<file path="src/design/pmc_pkg.sv">
// Shared mode codes, enable masks and request type for the power mode controller.
`timescale 1ns / 1ps
`default_nettype none

package pmc_pkg;

    localparam int ModeW = 4;
    localparam int MaskW = 12;
    localparam int KeysW = 8;

    localparam logic [ModeW-1:0] MODE_UNINIT      = 4'd0;
    localparam logic [ModeW-1:0] MODE_INIT        = 4'd1;
    localparam logic [ModeW-1:0] MODE_PREP_STBY   = 4'd2;
    localparam logic [ModeW-1:0] MODE_STANDBY     = 4'd3;
    localparam logic [ModeW-1:0] MODE_CONNECTED   = 4'd4;
    localparam logic [ModeW-1:0] MODE_UNCONNECTED = 4'd5;
    localparam logic [ModeW-1:0] MODE_CONNECTING  = 4'd6;
    localparam logic [ModeW-1:0] MODE_RESETTING   = 4'd7;
    localparam logic [ModeW-1:0] MODE_PREP_SPEC   = 4'd8;
    localparam logic [ModeW-1:0] MODE_SPECIAL     = 4'd9;
    localparam logic [ModeW-1:0] MODE_UPDATING    = 4'd10;

    localparam logic [MaskW-1:0] MASK_OFF       = 12'h000;
    localparam logic [MaskW-1:0] MASK_FULL      = 12'h7FF;
    localparam logic [MaskW-1:0] MASK_UNCONN    = 12'h6F3;
    localparam logic [MaskW-1:0] MASK_PS_LINKED = 12'h723;
    localparam logic [MaskW-1:0] MASK_PS_UNCONN = 12'h621;
    localparam logic [MaskW-1:0] MASK_STANDBY   = 12'h000;
    localparam logic [MaskW-1:0] MASK_PREP_SPEC = 12'h5A1;
    localparam logic [MaskW-1:0] MASK_RESETTING = 12'hF03;
    localparam logic [MaskW-1:0] MASK_UPDATING  = 12'h721;

    typedef struct packed {
        logic             host_linked;
        logic             idle_event_valid;
        logic             idle_event_kind;
        logic             special_request;
        logic             reset_request;
        logic             update_request;
        logic             connect_request;
        logic             switch_recorded;
        logic             message_valid;
        logic [KeysW-1:0] message_keys;
        logic             message_event;
    } pmc_event_t;

endpackage

`default_nettype wire

</file>
<file path="src/design/power_mode_controller_top.sv">
// Top level of the power mode controller: request register, mode state and result register.
// Requests pass the request register, then the mode and mask registers (m_valid rises).
// Throughput: one request per cycle with m_ready high; mode/mask regs close the only loop.
// s_ready stays high while the result register drains or is empty.
// Reset: mode goes to initializing, mask clears to all off, both stages empty.
`timescale 1ns / 1ps
`default_nettype none

module power_mode_controller_top (
    input  wire  logic                          aclk,
    input  wire  logic                          aresetn,
    input  wire  logic                          s_valid,
    output logic                                s_ready,
    input  wire  logic                          s_host_linked,
    input  wire  logic                          s_idle_event_valid,
    input  wire  logic                          s_idle_event_kind,
    input  wire  logic                          s_special_request,
    input  wire  logic                          s_reset_request,
    input  wire  logic                          s_update_request,
    input  wire  logic                          s_connect_request,
    input  wire  logic                          s_switch_recorded,
    input  wire  logic                          s_message_valid,
    input  wire  logic [pmc_pkg::KeysW-1:0]     s_message_keys,
    input  wire  logic                          s_message_event,
    output logic                                m_valid,
    input  wire  logic                          m_ready,
    output logic       [pmc_pkg::ModeW-1:0]     m_mode,
    output logic       [pmc_pkg::MaskW-1:0]     m_enable_mask
);
    import pmc_pkg::*;

    pmc_event_t         ev_reg;
    logic               in_valid_reg;
    logic               out_valid_reg;
    logic [ModeW-1:0]   mode_reg;
    logic [MaskW-1:0]   mask_reg;
    logic [ModeW-1:0]   mode_next;
    logic [MaskW-1:0]   mask_next;
    logic               advance;

    assign advance = in_valid_reg & (~out_valid_reg | m_ready);
    assign s_ready = ~in_valid_reg | advance;

    pmc_trans u_trans (
        .ev       (ev_reg),
        .mode_cur (mode_reg),
        .mask_cur (mask_reg),
        .mode_new (mode_next),
        .mask_new (mask_next)
    );

    always_ff @(posedge aclk) begin
        if (!aresetn) begin
            in_valid_reg  <= 1'b0;
            out_valid_reg <= 1'b0;
            mode_reg      <= MODE_INIT;
            mask_reg      <= MASK_OFF;
        end else begin
            if (s_ready) begin
                in_valid_reg <= s_valid;
            end
            if (advance) begin
                out_valid_reg <= 1'b1;
                mode_reg      <= mode_next;
                mask_reg      <= mask_next;
            end else if (m_ready) begin
                out_valid_reg <= 1'b0;
            end
        end
    end

    always_ff @(posedge aclk) begin
        if (s_valid && s_ready) begin
            ev_reg.host_linked      <= s_host_linked;
            ev_reg.idle_event_valid <= s_idle_event_valid;
            ev_reg.idle_event_kind  <= s_idle_event_kind;
            ev_reg.special_request  <= s_special_request;
            ev_reg.reset_request    <= s_reset_request;
            ev_reg.update_request   <= s_update_request;
            ev_reg.connect_request  <= s_connect_request;
            ev_reg.switch_recorded  <= s_switch_recorded;
            ev_reg.message_valid    <= s_message_valid;
            ev_reg.message_keys     <= s_message_keys;
            ev_reg.message_event    <= s_message_event;
        end
    end

    assign m_valid       = out_valid_reg;
    assign m_mode        = mode_reg;
    assign m_enable_mask = mask_reg;

endmodule

`default_nettype wire

</file>
<file path="src/design/pmc_trans.sv">
// Prioritized mode transition and enable mask selection for one request.
`timescale 1ns / 1ps
`default_nettype none

module pmc_trans (
    input  wire pmc_pkg::pmc_event_t         ev,
    input  wire logic [pmc_pkg::ModeW-1:0]   mode_cur,
    input  wire logic [pmc_pkg::MaskW-1:0]   mask_cur,
    output logic      [pmc_pkg::ModeW-1:0]   mode_new,
    output logic      [pmc_pkg::MaskW-1:0]   mask_new
);
    import pmc_pkg::*;

    logic inactive;
    logic stby_cond;

    assign inactive  = ev.idle_event_valid & ~ev.idle_event_kind;
    assign stby_cond = (ev.message_valid & ~ev.message_event) | inactive
                     | (ev.switch_recorded & ev.message_valid & ev.message_event);

    always_comb begin
        mode_new = mode_cur;
        mask_new = mask_cur;
        case (mode_cur)
            MODE_INIT: begin
                mode_new = ev.host_linked ? MODE_CONNECTED : MODE_CONNECTING;
                mask_new = MASK_FULL;
            end
            MODE_PREP_STBY: begin
                if (inactive) begin
                    mode_new = MODE_STANDBY;
                    mask_new = MASK_STANDBY;
                end
            end
            MODE_STANDBY: begin
                if (ev.host_linked) begin
                    mode_new = MODE_CONNECTED;
                    mask_new = MASK_FULL;
                end else begin
                    mode_new = MODE_UNCONNECTED;
                    mask_new = MASK_UNCONN;
                end
            end
            MODE_CONNECTED: begin
                if (ev.special_request) begin
                    mode_new = MODE_PREP_SPEC;
                    mask_new = MASK_PREP_SPEC;
                end else if (ev.reset_request) begin
                    mode_new = MODE_RESETTING;
                    mask_new = MASK_RESETTING;
                end else if (ev.update_request) begin
                    mode_new = MODE_UPDATING;
                    mask_new = MASK_UPDATING;
                end else if (ev.connect_request) begin
                    mode_new = MODE_CONNECTING;
                    mask_new = MASK_FULL;
                end else if (~ev.host_linked | stby_cond) begin
                    mode_new = MODE_PREP_STBY;
                    mask_new = MASK_PS_LINKED;
                end
            end
            MODE_UNCONNECTED: begin
                if (ev.special_request) begin
                    mode_new = MODE_PREP_SPEC;
                    mask_new = MASK_PREP_SPEC;
                end else if (ev.reset_request) begin
                    mode_new = MODE_RESETTING;
                    mask_new = MASK_RESETTING;
                end else if (ev.connect_request) begin
                    mode_new = MODE_CONNECTING;
                    mask_new = MASK_FULL;
                end else if (ev.message_valid) begin
                    if (ev.message_keys != '0) begin
                        mode_new = MODE_CONNECTING;
                        mask_new = MASK_FULL;
                    end
                end else if (stby_cond) begin
                    mode_new = MODE_PREP_STBY;
                    mask_new = MASK_PS_UNCONN;
                end
            end
            MODE_CONNECTING: begin
                if (stby_cond) begin
                    mode_new = MODE_PREP_STBY;
                    mask_new = MASK_PS_LINKED;
                end else if (ev.special_request) begin
                    mode_new = MODE_PREP_SPEC;
                    mask_new = MASK_PREP_SPEC;
                end
            end
            MODE_PREP_SPEC: begin
                if (inactive) begin
                    mode_new = MODE_SPECIAL;
                end
            end
            default: begin
                mode_new = mode_cur;
                mask_new = mask_cur;
            end
        endcase
    end

endmodule

`default_nettype wire
</file>
<file path="config.mk">
export PLATFORM = sky130hd
export DESIGN_NAME = power_mode_controller_top
export DESIGN_NICKNAME = d
export VERILOG_FILES = /design/src/design/pmc_pkg.sv /design/src/design/power_mode_controller_top.sv /design/src/design/pmc_trans.sv
export SDC_FILE = /design/constraint.sdc
export NUM_CORES = 1
export LEC_CHECK = 0
export BUFFER_PORTS_ARGS = -buffer_cell sky130_fd_sc_hd__buf_4
export CAP_MARGIN = 20
export CORE_MARGIN = 2
export CORE_UTILIZATION = 30
export DETAILED_ROUTE_END_ITERATION = 10
export PLACE_DENSITY = 0.56
export SLEW_MARGIN = 10
export SYNTH_ARGS = -nofsm -noshare
export SYNTH_HDL_FRONTEND = slang
export SYNTH_HIERARCHICAL = 1
export SYNTH_SLANG_ARGS = --single-unit
</file>
<file path="constraint.sdc">
create_clock -name aclk -period 1.77 [get_ports aclk]
set_input_delay 0 -clock aclk [delete_from_list [all_inputs] [get_ports aclk]]
set_output_delay 0 -clock aclk [all_outputs]
set_load 0.01 [all_outputs]
</file>
==> run summary <==
outcome = finished with violations
failing checks = setup timing
Port Buffers = 39
routed length per instance = 14.3 um
Longest Clk Path Bufs = 2
TritonCTS Buffers = 5
synth-to-layout area growth = 56.3%
I/O pin count = 40
Via Count = 2147
Post-synth ARST share = 0%
largest stage delay on the critical path = 0.56 ns
core area = 0.00683 mm2
critical path peak fanout = 3
Starting Density = 31.2%
DR pass1 iterations = 4
Setup crit end kind = flip-flop
vias in the first global route = 2020
area post-placement = 0.00286 mm2
worst flop-to-flop path endpoint = m_enable_mask[1]$_SDFFE_PN0P_
Max Cap Violations = 0
Slew headroom = 48.3%
cell chain of the critical path = or4_4, o21ai_4, o22ai_2, or3_4, a22o_1, nand2_1, mux2i_1
nets = 367
Max Freq = 489 MHz
dominant cell type by area after synthesis = edfxtp_1
Final Non-Filler Cells = 442
CTS tree = built
Final ANT Viol Nets = 0
worst skew pair latency = 0.30 ns
final setup violation count = 14
DR iter-0 viols = 138
most frequent cell after synthesis = nand2_1
Period minus WS final = 2.04 ns
largest cells by area after synthesis = edfxtp_1 25%, dfxtp_1 17%, nand2_1 8.3%, mux2i_1 7.0%, a21oi_1 3.1%
synthesized area per cell = 9.03 um2
Total GRT Usage = 17.3%
R2R depth = 7
Post-Route Utilization = 48.7%
Yosys warnings = 6
WS Path Type = flip-flop to flip-flop
Hold Path Sink = m_valid$_SDFFE_PN0P_
RSZ-0062 raised after global routing = yes
post-synth net total = 258
Worst VDD drop = 0.000308 V
final WL = 6340 um
GRT Residual Overflow = 0
Yosys reg bits = 36
Place WS = -0.271 ns
Worst EP required = 1.95 ns
Primary FF master, synth = edfxtp_1
met3 routed WL = 289 um
Sink Count = 36
synth unique cells = 60
Hold Path Depth = 3
largest net degree at the start of global routing = 34
FF-to-FF Start = ev_reg[2]$_DFFE_PP_
Mapped Area = 0.00213 mm2
Via density = 4.86
power per cell area = 721 mW/mm2
row cnt = 30
share of cells above drive strength 1 = 39.6%
H-Tree Depth = 2
Worst Setup Start Kind = flip-flop
Clock Root Buffer = clkbuf_8
Pleak = 1.41 nW
actual slew at the worst max-slew pin = 0.775 ns
R2R setup slack = -0.27 ns
met2 wire length = 3000 um
Die Y = 88.3 um
Metal-1 WL = 2880 um
first-pass GRT wire length = 10200 um
max-slew violations = 0
HP Start = m_ready
DP Cell Count = 410
initial antenna violation count = 0
sequential element share of the synthesized area = 42.3%
drt drc = 0
final hold vios = 0
DPL Wire Length = 4440 um
max reg flops = 18
Top Layer Used = met4
GPL Wtd Cong = 0.920
top cell type's share of synthesized area = 25.4%
width of the die = 88.3 um
Setup Skew = 0.00743 ns
Syn Inst Count = 236
worst setup margin = -0.273 ns
antenna fix cells = 0
Max stage delay cell, worst path = or4_4
Post-synth top cells = 47 x nand2_1, 18 x dfxtp_1, 18 x edfxtp_1
Design Area, Final = 0.00333 mm2
CP arrival = 2.23 ns
count of flip-flops with a built-in enable after synthesis = 18
CTS clock-pin slew for the worst setup and hold paths = 0.09 ns
Hold Path Class = input port to flip-flop
period utilization = 115%
Hold Slack = 0.0453 ns
die footprint = 0.00779 mm2
cell type report:
cell class                      instances  area, um2
Inverter                                9       33.8
Clock inverter                          3       46.3
Timing Repair Buffer                  116        926
Fill cell                             680       3500
Tap cell                               96        120
Clock buffer                            5       68.8
Sequential cell                        36        907
Multi-Input combinational cell        177       1230
kinds of logic after synthesis:
group | after synthesis | synth area share [%]
and+or+nand+nor | 98 | 24.7
AOI/OAI and AO/OA | 64 | 20.3
DFF | 36 | 42.3
buffers and inverters | 23 | 5.70
muxes | 15 | 7.05
worst max-delay path: cells and delay by family (launching register included):
family | cells | cell delay [ns]
AO/OA/AOI/OAI | 3 | 0.52
multiplexers | 1 | 0.06
AND/OR/NAND/NOR | 3 | 0.96
flip-flops | 1 | 0.38
what timing repair did:
item	in CTS	in global routing
pin swaps	4	8
resized for setup	14	14
buffers inserted	3	2
hold endpoints to repair	19	0
setup endpoints to repair	15	16
hold buffers	19	0
per-stage QoR:
step | setup TNS [ns] | total power (W)
after global routing | -4.34 | 0.00251
after global placement | -1.92 | 0.00156
after detailed placement | -2.53 | 0.00156
final | -2.84 | 0.00240
after floorplan | -0.104 | 0.00129
after CTS | -2.27 | 0.00238
how the worst max path moves through the flow:
stage,to,start
6_report,m_enable_mask[1]$_SDFFE_PN0P_,ev_reg[2]$_DFFE_PP_
5_1_grt,m_enable_mask[11]$_SDFFE_PN0P_,ev_reg[2]$_DFFE_PP_
2_1_floorplan,m_enable_mask[1]$_SDFFE_PN0P_,ev_reg[2]$_DFFE_PP_
4_1_cts,m_mode[0]$_SDFFE_PN1P_,ev_reg[2]$_DFFE_PP_
3_5_place_dp,m_enable_mask[1]$_SDFFE_PN0P_,ev_reg[2]$_DFFE_PP_
3_3_place_gp,m_enable_mask[1]$_SDFFE_PN0P_,ev_reg[2]$_DFFE_PP_
where the power goes:
part	switching, W	total, W	internal (W)
Combinational	0.000309	0.000652	0.000342
Sequential	0.0000470	0.000982	0.000935
Clock	0.000343	0.000768	0.000425
Total	0.000699	0.00240	0.00170
layer usage:
| metal | vias to the layer above | global-route usage [%] |
|---|---|---|
| li1 | 1070 | - |
| met1 | 1009 | 23.9 |
| met2 | 56 | 27.1 |
| met3 | 12 | 3.26 |
| met4 | 0 | 6.06 |
| met5 | - | 0 |
placed cells by master, fill, tap and decap left out, types with 3 or more instances in the layout:
master	n
edfxtp_1	18
clkbuf_8	5
mux2i_1	15
a21oi_1	11
buf_4	95
o31ai_1	3
nor2_1	15
nand2_1	47
dfxtp_1	15
dlygate4sd3_1	19
nand3_1	3
nand2b_1	5
a31oi_1	4
o21ai_1	5
inv_1	7
o21ai_0	9
o21a_1	3
No activity file was read; power rests on OpenSTA's default activity.
